===== config.mk =====
export PLATFORM = sky130hd
export DESIGN_NAME = battery_mode_and_idle_sleep_ctrl_top
export DESIGN_NICKNAME = d
export VERILOG_FILES = /design/src/sv/bmisc_pkg.sv /design/src/sv/bmisc_core.sv /design/src/sv/battery_mode_and_idle_sleep_ctrl_top.sv
export SDC_FILE = /design/constraint.sdc
export NUM_CORES = 1
export LEC_CHECK = 0
export BUFFER_PORTS_ARGS = -buffer_cell sky130_fd_sc_hd__buf_2
export CAP_MARGIN = 15
export CORE_ASPECT_RATIO = 0.75
export CORE_UTILIZATION = 39
export DETAILED_ROUTE_END_ITERATION = 16
export PLACE_DENSITY_LB_ADDON = 0.25
export SLEW_MARGIN = 20
export SYNTH_ARGS = -nofsm -noshare
export SYNTH_HDL_FRONTEND = slang
export SYNTH_SLANG_ARGS = --single-unit

===== constraint.sdc =====
create_clock -name clk_i -period 18.7 [get_ports clk_i]
set_input_delay 3.74 -clock clk_i [delete_from_list [all_inputs] [get_ports clk_i]]
set_output_delay 3.74 -clock clk_i [all_outputs]
set_load 0.02 [all_outputs]

===== src/sv/bmisc_pkg.sv =====
// shared types, constants and lookup functions for the battery mode and idle sleep controller
// no dependencies; imported by bmisc_core, the top level and the checker
package bmisc_pkg;

  localparam int unsigned CntW      = 32;
  localparam int unsigned MvW       = 16;
  localparam int unsigned FreqW     = 8;
  localparam int unsigned BrightW   = 7;
  localparam int unsigned CfgIndexW = 2;
  localparam int unsigned CfgDataW  = 32;
  localparam int unsigned InTdataW  = 24;
  localparam int unsigned OutTdataW = 56;

  localparam logic [MvW-1:0]     HighModeMv   = 16'd13000;
  localparam logic [MvW-1:0]     SleepMinMv   = 16'd10500;
  localparam logic [CntW-1:0]    BusyWindowMs = 32'd30000;
  localparam logic [CntW-1:0]    CntMax       = '1;

  localparam logic [CntW-1:0]    TimeoutRst   = 32'd300000;
  localparam logic [MvW-1:0]     LowRst       = 16'd11500;
  localparam logic [MvW-1:0]     CritRst      = 16'd11000;
  localparam logic [MvW-1:0]     BatteryRst   = 16'd12000;

  localparam logic [FreqW-1:0]   Freq80       = 8'd80;
  localparam logic [FreqW-1:0]   Freq160      = 8'd160;
  localparam logic [FreqW-1:0]   Freq240      = 8'd240;

  localparam logic [BrightW-1:0] BrightOff    = 7'd0;
  localparam logic [BrightW-1:0] BrightCrit   = 7'd20;
  localparam logic [BrightW-1:0] BrightLow    = 7'd50;
  localparam logic [BrightW-1:0] BrightNorm   = 7'd80;
  localparam logic [BrightW-1:0] BrightHigh   = 7'd100;

  // power mode, also used as the cpu performance level
  typedef enum logic [1:0] {
    MODE_CRITICAL = 2'd0,
    MODE_LOW      = 2'd1,
    MODE_NORMAL   = 2'd2,
    MODE_HIGH     = 2'd3
  } mode_e;

  typedef enum logic [CfgIndexW-1:0] {
    CFG_SLEEP_TIMEOUT = 2'd0,
    CFG_LOW_THRESH    = 2'd1,
    CFG_CRIT_THRESH   = 2'd2,
    CFG_SLEEP_ENABLE  = 2'd3
  } cfg_index_e;

  typedef struct packed {
    logic [CntW-1:0] sleep_timeout_ms;
    logic [MvW-1:0]  low_threshold_mv;
    logic [MvW-1:0]  critical_threshold_mv;
    logic            sleep_enable;
  } cfg_t;

  typedef struct packed {
    logic [MvW-1:0] voltage_mv;
    logic           voltage_valid;
    logic           activity;
    logic           motion;
    logic           wifi_on;
    logic           recording;
    logic           wake;
  } item_t;

  typedef struct packed {
    mode_e              power_mode;
    logic [FreqW-1:0]   cpu_freq_mhz;
    logic [BrightW-1:0] brightness;
    logic               brightness_write;
    logic               sleep_request;
    logic [CntW-1:0]    time_to_sleep_ms;
    logic               battery_low;
    logic               battery_critical;
    logic               healthy;
  } result_t;

  function automatic logic [FreqW-1:0] freq_for_level(mode_e lvl);
    logic [FreqW-1:0] f;
    case (lvl)
      MODE_CRITICAL: f = Freq80;
      MODE_LOW:      f = Freq160;
      default:       f = Freq240;
    endcase
    return f;
  endfunction

  function automatic logic [BrightW-1:0] bright_for_mode(mode_e m);
    logic [BrightW-1:0] b;
    case (m)
      MODE_CRITICAL: b = BrightCrit;
      MODE_LOW:      b = BrightLow;
      MODE_HIGH:     b = BrightHigh;
      default:       b = BrightNorm;
    endcase
    return b;
  endfunction

endpackage


===== src/sv/bmisc_core.sv =====
// per-tick update: idle counters, battery latch, sleep decision and power mode tracking
// depends on bmisc_pkg
module bmisc_core import bmisc_pkg::*; (
  input  logic    clk_i,
  input  logic    rst_ni,
  input  logic    step_i,
  input  item_t   item_i,
  input  cfg_t    cfg_i,
  output result_t res_o
);

  logic [CntW-1:0] act_q, act_d, mot_q, mot_d;
  logic [MvW-1:0]  bat_q, bat_d;
  mode_e           mode_q, mode_d, perf_q, perf_d, new_mode;
  logic            asleep_q, asleep_d;

  logic            awake_now, busy, act_ge, mot_ge, sleep_req, mode_chg;
  logic [CntW-1:0] longest;
  logic [BrightW-1:0] bval;

  always_comb begin
    awake_now = item_i.wake ? 1'b0 : asleep_q;

    // saturating idle counters
    if (item_i.activity || item_i.wake) begin
      act_d = '0;
    end else if (act_q == CntMax) begin
      act_d = act_q;
    end else begin
      act_d = act_q + 1'b1;
    end
    if (item_i.motion) begin
      mot_d = '0;
    end else if (mot_q == CntMax) begin
      mot_d = mot_q;
    end else begin
      mot_d = mot_q + 1'b1;
    end

    bat_d = item_i.voltage_valid ? item_i.voltage_mv : bat_q;

    busy   = item_i.wifi_on || item_i.recording ||
             (act_d < BusyWindowMs) || (mot_d < BusyWindowMs);
    act_ge = act_d >= cfg_i.sleep_timeout_ms;
    mot_ge = mot_d >= cfg_i.sleep_timeout_ms;
    sleep_req = cfg_i.sleep_enable && !awake_now && !busy && act_ge && mot_ge &&
                (bat_d >= SleepMinMv);

    if (bat_d <= cfg_i.critical_threshold_mv) begin
      new_mode = MODE_CRITICAL;
    end else if (bat_d <= cfg_i.low_threshold_mv) begin
      new_mode = MODE_LOW;
    end else if (bat_d >= HighModeMv) begin
      new_mode = MODE_HIGH;
    end else begin
      new_mode = MODE_NORMAL;
    end
    mode_chg = new_mode != mode_q;

    if (sleep_req) begin
      // sleep tick: mode and perf level are left alone
      asleep_d = 1'b1;
      mode_d   = mode_q;
      perf_d   = perf_q;
      bval     = BrightOff;
    end else begin
      asleep_d = awake_now;
      mode_d   = new_mode;
      perf_d   = new_mode;
      if (mode_chg) begin
        bval = bright_for_mode(new_mode);
      end else if (item_i.wake) begin
        bval = BrightNorm;
      end else begin
        bval = BrightOff;
      end
    end
  end

  always_comb begin
    longest = (act_d > mot_d) ? act_d : mot_d;
    res_o.power_mode       = mode_d;
    res_o.cpu_freq_mhz     = freq_for_level(perf_d);
    res_o.brightness       = bval;
    res_o.brightness_write = sleep_req || item_i.wake || mode_chg;
    res_o.sleep_request    = sleep_req;
    if (!cfg_i.sleep_enable) begin
      res_o.time_to_sleep_ms = CntMax;
    end else if (act_ge || mot_ge) begin
      res_o.time_to_sleep_ms = '0;
    end else begin
      res_o.time_to_sleep_ms = cfg_i.sleep_timeout_ms - longest;
    end
    res_o.battery_low      = bat_d <= cfg_i.low_threshold_mv;
    res_o.battery_critical = bat_d <= cfg_i.critical_threshold_mv;
    res_o.healthy          = bat_d > cfg_i.critical_threshold_mv;
  end

  always_ff @(posedge clk_i or negedge rst_ni) begin
    if (!rst_ni) begin
      act_q    <= '0;
      mot_q    <= '0;
      bat_q    <= BatteryRst;
      mode_q   <= MODE_NORMAL;
      perf_q   <= MODE_HIGH;
      asleep_q <= 1'b0;
    end else if (step_i) begin
      act_q    <= act_d;
      mot_q    <= mot_d;
      bat_q    <= bat_d;
      mode_q   <= mode_d;
      perf_q   <= perf_d;
      asleep_q <= asleep_d;
    end
  end

endmodule


===== src/sv/battery_mode_and_idle_sleep_ctrl_top.sv =====
// battery mode and idle sleep controller: stream ports, config registers, in/out registers
// a tick taken on s_axis is held in the input register, and its result then in the result register, before m_axis
// throughput: one tick per cycle while m_axis_tready stays high, set by the state update in bmisc_core
// reset (rst_ni low, async): config back to defaults, counters zero, battery 12000 mv,
// mode normal, perf level high, not asleep, both pipeline registers empty
// depends on bmisc_pkg and bmisc_core
module battery_mode_and_idle_sleep_ctrl_top import bmisc_pkg::*; (
  input  logic                 clk_i,
  input  logic                 rst_ni,
  // tick input
  input  logic                 s_axis_tvalid,
  output logic                 s_axis_tready,
  // [15:0] voltage_mv, [16] voltage_valid, [17] activity, [18] motion,
  // [19] wifi_on, [20] recording, [21] wake, [23:22] zero
  input  logic [InTdataW-1:0]  s_axis_tdata,
  // result output
  output logic                 m_axis_tvalid,
  input  logic                 m_axis_tready,
  // [1:0] power_mode, [9:2] cpu_freq_mhz, [16:10] brightness, [17] brightness_write,
  // [18] sleep_request, [50:19] time_to_sleep_ms, [51] battery_low,
  // [52] battery_critical, [53] healthy, [55:54] zero
  output logic [OutTdataW-1:0] m_axis_tdata,
  // register writes
  input  logic                 cfg_valid_i,
  output logic                 cfg_ready_o,
  input  logic [CfgIndexW-1:0] cfg_index_i,
  input  logic [CfgDataW-1:0]  cfg_data_i
);

  cfg_t    cfg_q;
  logic    in_vld_q, out_vld_q;
  item_t   in_q;
  result_t res, res_q;
  logic    adv;

  // register writes are always taken; write them only while the block is idle, which the block itself does not enforce
  assign cfg_ready_o = 1'b1;

  always_ff @(posedge clk_i or negedge rst_ni) begin
    if (!rst_ni) begin
      cfg_q.sleep_timeout_ms      <= TimeoutRst;
      cfg_q.low_threshold_mv      <= LowRst;
      cfg_q.critical_threshold_mv <= CritRst;
      cfg_q.sleep_enable          <= 1'b1;
    end else if (cfg_valid_i) begin
      case (cfg_index_e'(cfg_index_i))
        CFG_SLEEP_TIMEOUT: cfg_q.sleep_timeout_ms      <= cfg_data_i;
        CFG_LOW_THRESH:    cfg_q.low_threshold_mv      <= cfg_data_i[MvW-1:0];
        CFG_CRIT_THRESH:   cfg_q.critical_threshold_mv <= cfg_data_i[MvW-1:0];
        CFG_SLEEP_ENABLE:  cfg_q.sleep_enable          <= cfg_data_i[0];
        default: ;
      endcase
    end
  end

  // the held tick moves on when the result register is free or being drained
  assign adv           = in_vld_q && (!out_vld_q || m_axis_tready);
  assign s_axis_tready = !in_vld_q || adv;

  // input register: valid flag resets, payload does not
  always_ff @(posedge clk_i or negedge rst_ni) begin
    if (!rst_ni) begin
      in_vld_q <= 1'b0;
    end else if (s_axis_tready) begin
      in_vld_q <= s_axis_tvalid;
    end
  end

  always_ff @(posedge clk_i) begin
    if (s_axis_tvalid && s_axis_tready) begin
      in_q.voltage_mv    <= s_axis_tdata[15:0];
      in_q.voltage_valid <= s_axis_tdata[16];
      in_q.activity      <= s_axis_tdata[17];
      in_q.motion        <= s_axis_tdata[18];
      in_q.wifi_on       <= s_axis_tdata[19];
      in_q.recording     <= s_axis_tdata[20];
      in_q.wake          <= s_axis_tdata[21];
    end
  end

  // state lives in the core and steps once per tick that moves to the output
  bmisc_core u_core (
    .clk_i  (clk_i),
    .rst_ni (rst_ni),
    .step_i (adv),
    .item_i (in_q),
    .cfg_i  (cfg_q),
    .res_o  (res)
  );

  // result register
  always_ff @(posedge clk_i or negedge rst_ni) begin
    if (!rst_ni) begin
      out_vld_q <= 1'b0;
    end else if (adv) begin
      out_vld_q <= 1'b1;
    end else if (m_axis_tready) begin
      out_vld_q <= 1'b0;
    end
  end

  always_ff @(posedge clk_i) begin
    if (adv) begin
      res_q <= res;
    end
  end

  assign m_axis_tvalid = out_vld_q;
  assign m_axis_tdata  = {2'b00,
                          res_q.healthy,
                          res_q.battery_critical,
                          res_q.battery_low,
                          res_q.time_to_sleep_ms,
                          res_q.sleep_request,
                          res_q.brightness_write,
                          res_q.brightness,
                          res_q.cpu_freq_mhz,
                          res_q.power_mode};

endmodule


==> run metrics <==
fin crit share 0.4867; routability cong. about 0.92; clk_skew between 0.02 and 0.025 ns; initial antenna violation count 0; data required time of the critical path ~19 ns; CTS tree yes; vias around 13k; All-Layer GR Usage 0.2108; IO Pins between 100 and 150; post-route minimum period 9.102 ns; first-pass GRT wire length roughly 68,000 µm; Setup WS pre-CTS ~9.9 ns; Num CTS Buffers 27; Post-Route Utilization 0.4525; Post-Synthesis Cells around 1.7k; CTS Buffer Depth 3; Static Leak a little under 8 nW; Yosys reg bits 220; hold crit path type flip-flop to flip-flop; post-CTS setup buffers 0; DRC 0; DR WL/cell 18.56 µm; largest net degree at the start of global routing 108; DRT Pass-1 Iters 6; dpl hpwl around 32,000 µm; Critical Path AT 9.37 ns; worst setup margin approximately 9.6 ns; kind of critical path flip-flop to flip-flop; CP Max Fanout 31; Fmax 109.9 MHz; worst slew pin tran 1.037 ns; CTS resizes 0; PortBufs 110; Worst-path clk slew 0.06 ns; die height around 180 µm; CTS Hold Bufs 0; Final Setup Violations 0; layout cells sized above 1 0.1615; clk root buf clkbuf_16; outcome completed; unrepaired setup endpoints after global routing no; post-synthesis average cell area slightly above 9 µm²; Net count, final approximately 2.0k; sequential share of the synthesized area 0.3784; H-tree depth 1; final slew viol count 0; Top FF cell, synth dfrtp_1; Worst path most repeated cell ha_1; Final Hold Vio Count 0; routed wire length 42,960 µm; die width around 230 µm; CP peak stage delay 0.62 ns; async set-reset flop share out of synthesis 0.6909; fillers between 3k and 4k; max_cap viols 0; via-per-instance ratio 5.520; Mapped Area around 16,000 µm²; CTS Sinks between 200 and 250; CP Buf/Inv Count 1; EDFF count, synth 68; row cnt slightly above 60; area of the core 38,790 µm²; Placed Area ~17,000 µm²; Worst path top cell family by delay simple AND/OR/NAND/NOR gates; DR iter-0 viols just under 1k; antenna diode count 0; maximum vdd ir drop roughly 0.054 mV; setup TNS 0 ns; fin area 17,550 µm²; Rel. slew slack 0.3062; GRT Residual Overflow 0; crit end category flip-flop; clock latency on the worst-skew pair 0.56 ns; Final ANT Viol Nets 0; Yosys warning count 0; vias in the first global route 12.15k; Starting Density 0.4013; pwr/cell area approximately 94 nW/µm²; Area Growth Syn to Fin 12.77%; critical path startpoint category flip-flop; Yosys cell types 74; slowest cell on the critical path nor4_1; DIE AREA roughly 40,000 µm²
[worst reg2reg max path, delay by kind of cell, from the launching register on]
family	cells	cell delay [ns]
DFF	1	0.43
and+or+nand+nor	11	3.27
buffers and inverters	1	0.55
adders and majority gates	3	0.85
AOI/OAI and AO/OA	12	3.18
xor gates and xnor gates	2	0.55
[per-layer routing]
layer	wire, µm	part of all wire	global-route usage
met1	21840	0.51	0.3277
met2	17430	0.41	0.3031
met3	2910	0.068	0.03231
met4	776	0.018	0.04548
met5	0	0	0
[power by group]
| group | switching [mW] | total [mW] | internal (mW) | leakage [nW] |
|---|---|---|---|---|
| combinational | 0.283 | 0.472 | 0.189 | 4.94 |
| sequential | 0.0357 | 0.619 | 0.583 | 2.53 |
| clock | 0.215 | 0.554 | 0.340 | 0.454 |
[sequential cells by signal (all words and copies together) (netlist names), 2 cells and up]
register	flops
m_axis_tdata	46
u_core.mode_q	2
in_q	22
u_core.perf_q	2
u_core.act_q	32
u_core.mot_q	32
u_core.bat_q	16
cfg_q	65
[synth_stat cells (11+ instances only)]
cell type,number,area share
nand2_1,236,0.057
ha_1,164,0.13
o21ai_0,149,0.048
inv_1,123,0.030
dfrtp_1,117,0.19
nor2_1,90,0.022
edfxtp_1,68,0.13
a21oi_1,61,0.020
clkbuf_1,47,0.011
mux2_2,47,0.034
a21o_1,44,0.021
xnor2_1,44,0.025
nand3_1,39,0.013
nand4_1,39,0.016
mux2i_1,38,0.024
dfstp_2,35,0.059
xor2_1,34,0.019
nor3_1,21,0.0068
o21a_1,21,0.010
or2_2,18,0.0072
and3_1,16,0.0064
buf_4,15,0.0072
a31oi_1,13,0.0052
and2_1,12,0.0048
nand2b_1,12,0.0048
nor4_1,11,0.0044
o211ai_1,11,0.0053
o31ai_1,11,0.0053
[final cells by class]
| class | instances | area, µm² | area share |
|---|---|---|---|
| well taps | 512 | 640.6 | 0.03650 |
| inverters | 123 | 464.2 | 0.02645 |
| multi-input cells | 1283 | 8927 | 0.5086 |
| clock inverters | 7 | 116.4 | 0.006630 |
| clock buffers | 43 | 817.0 | 0.04655 |
| flip-flops and latches | 220 | 5889 | 0.3355 |
| repair buffers | 126 | 696.9 | 0.03971 |
[layout by cell type, fill, tap and decap left out, drive strengths merged, types with 6 or more instances in the layout]
master   netlist  layout
dfrtp        117     117
clkbuf        48      43
buf           26     126
or4           10      10
xor2          34      34
o31ai         11      11
o21a          21      21
nor4          14      14
a31oi         13      13
a21o          44      44
nand2        236     236
nor2          90      90
and2          12      12
o21ai        154     154
dfstp         35      35
a21oi         61      61
mux2          50      50
and3          16      16
edfxtp        68      68
inv          123     124
nand2b        13      13
nor3b          8       8
mux2i         38      38
or3           10      10
nor3          22      22
nor2b         10      10
nand3b         7       7
or2           19      19
ha           164     164
a2111oi        6       6
nand3         41      41
a211o          6       6
nand4         41      41
a211oi         9       9
o211ai        11      11
conb           2       9
xnor2         44      44
[path summary, 6_finish.rpt]
check,startpoint,endpoint,slack [ns],cells after the start
hold reg to reg,u_core.bat_q[13],u_core.bat_q[13],0.46,2
setup reg to reg,u_core.act_q[0],m_axis_tdata[50],9.60,29
max in group asynchronous,rst_ni,u_core.act_q[11],13.87,2
hold / removal,u_core.bat_q[13],u_core.bat_q[13],0.46,2
min in group asynchronous,rst_ni,u_core.act_q[19],3.26,1
setup / recovery,u_core.act_q[0],m_axis_tdata[50],9.60,29
[through the flow]
stage	power (mW)	std cells	hold WS [ns]
floorplan	0.9572	1700	0.4375
global placement	1.080	2263	0.4445
detailed placement	1.091	2263	0.4487
CTS	1.655	2313	0.4588
global route	1.733	2314	0.4741
finish	1.645	2314	0.4573
[cell families (layout without fill, tap and decap cells)]
group	Yosys count	count (layout)	synth area share
flip-flops	220	220	0.3784
buffers and inverters	197	299	0.05185
AO/OA/AOI/OAI	381	381	0.1523
other	2	9	0.0004825
adder cells (fa/ha/maj)	167	167	0.1344
AND/OR/NAND/NOR	560	560	0.1775
multiplexers	88	88	0.06110
XOR/XNOR	78	78	0.04389
No activity file was read; power rests on OpenSTA's default activity.
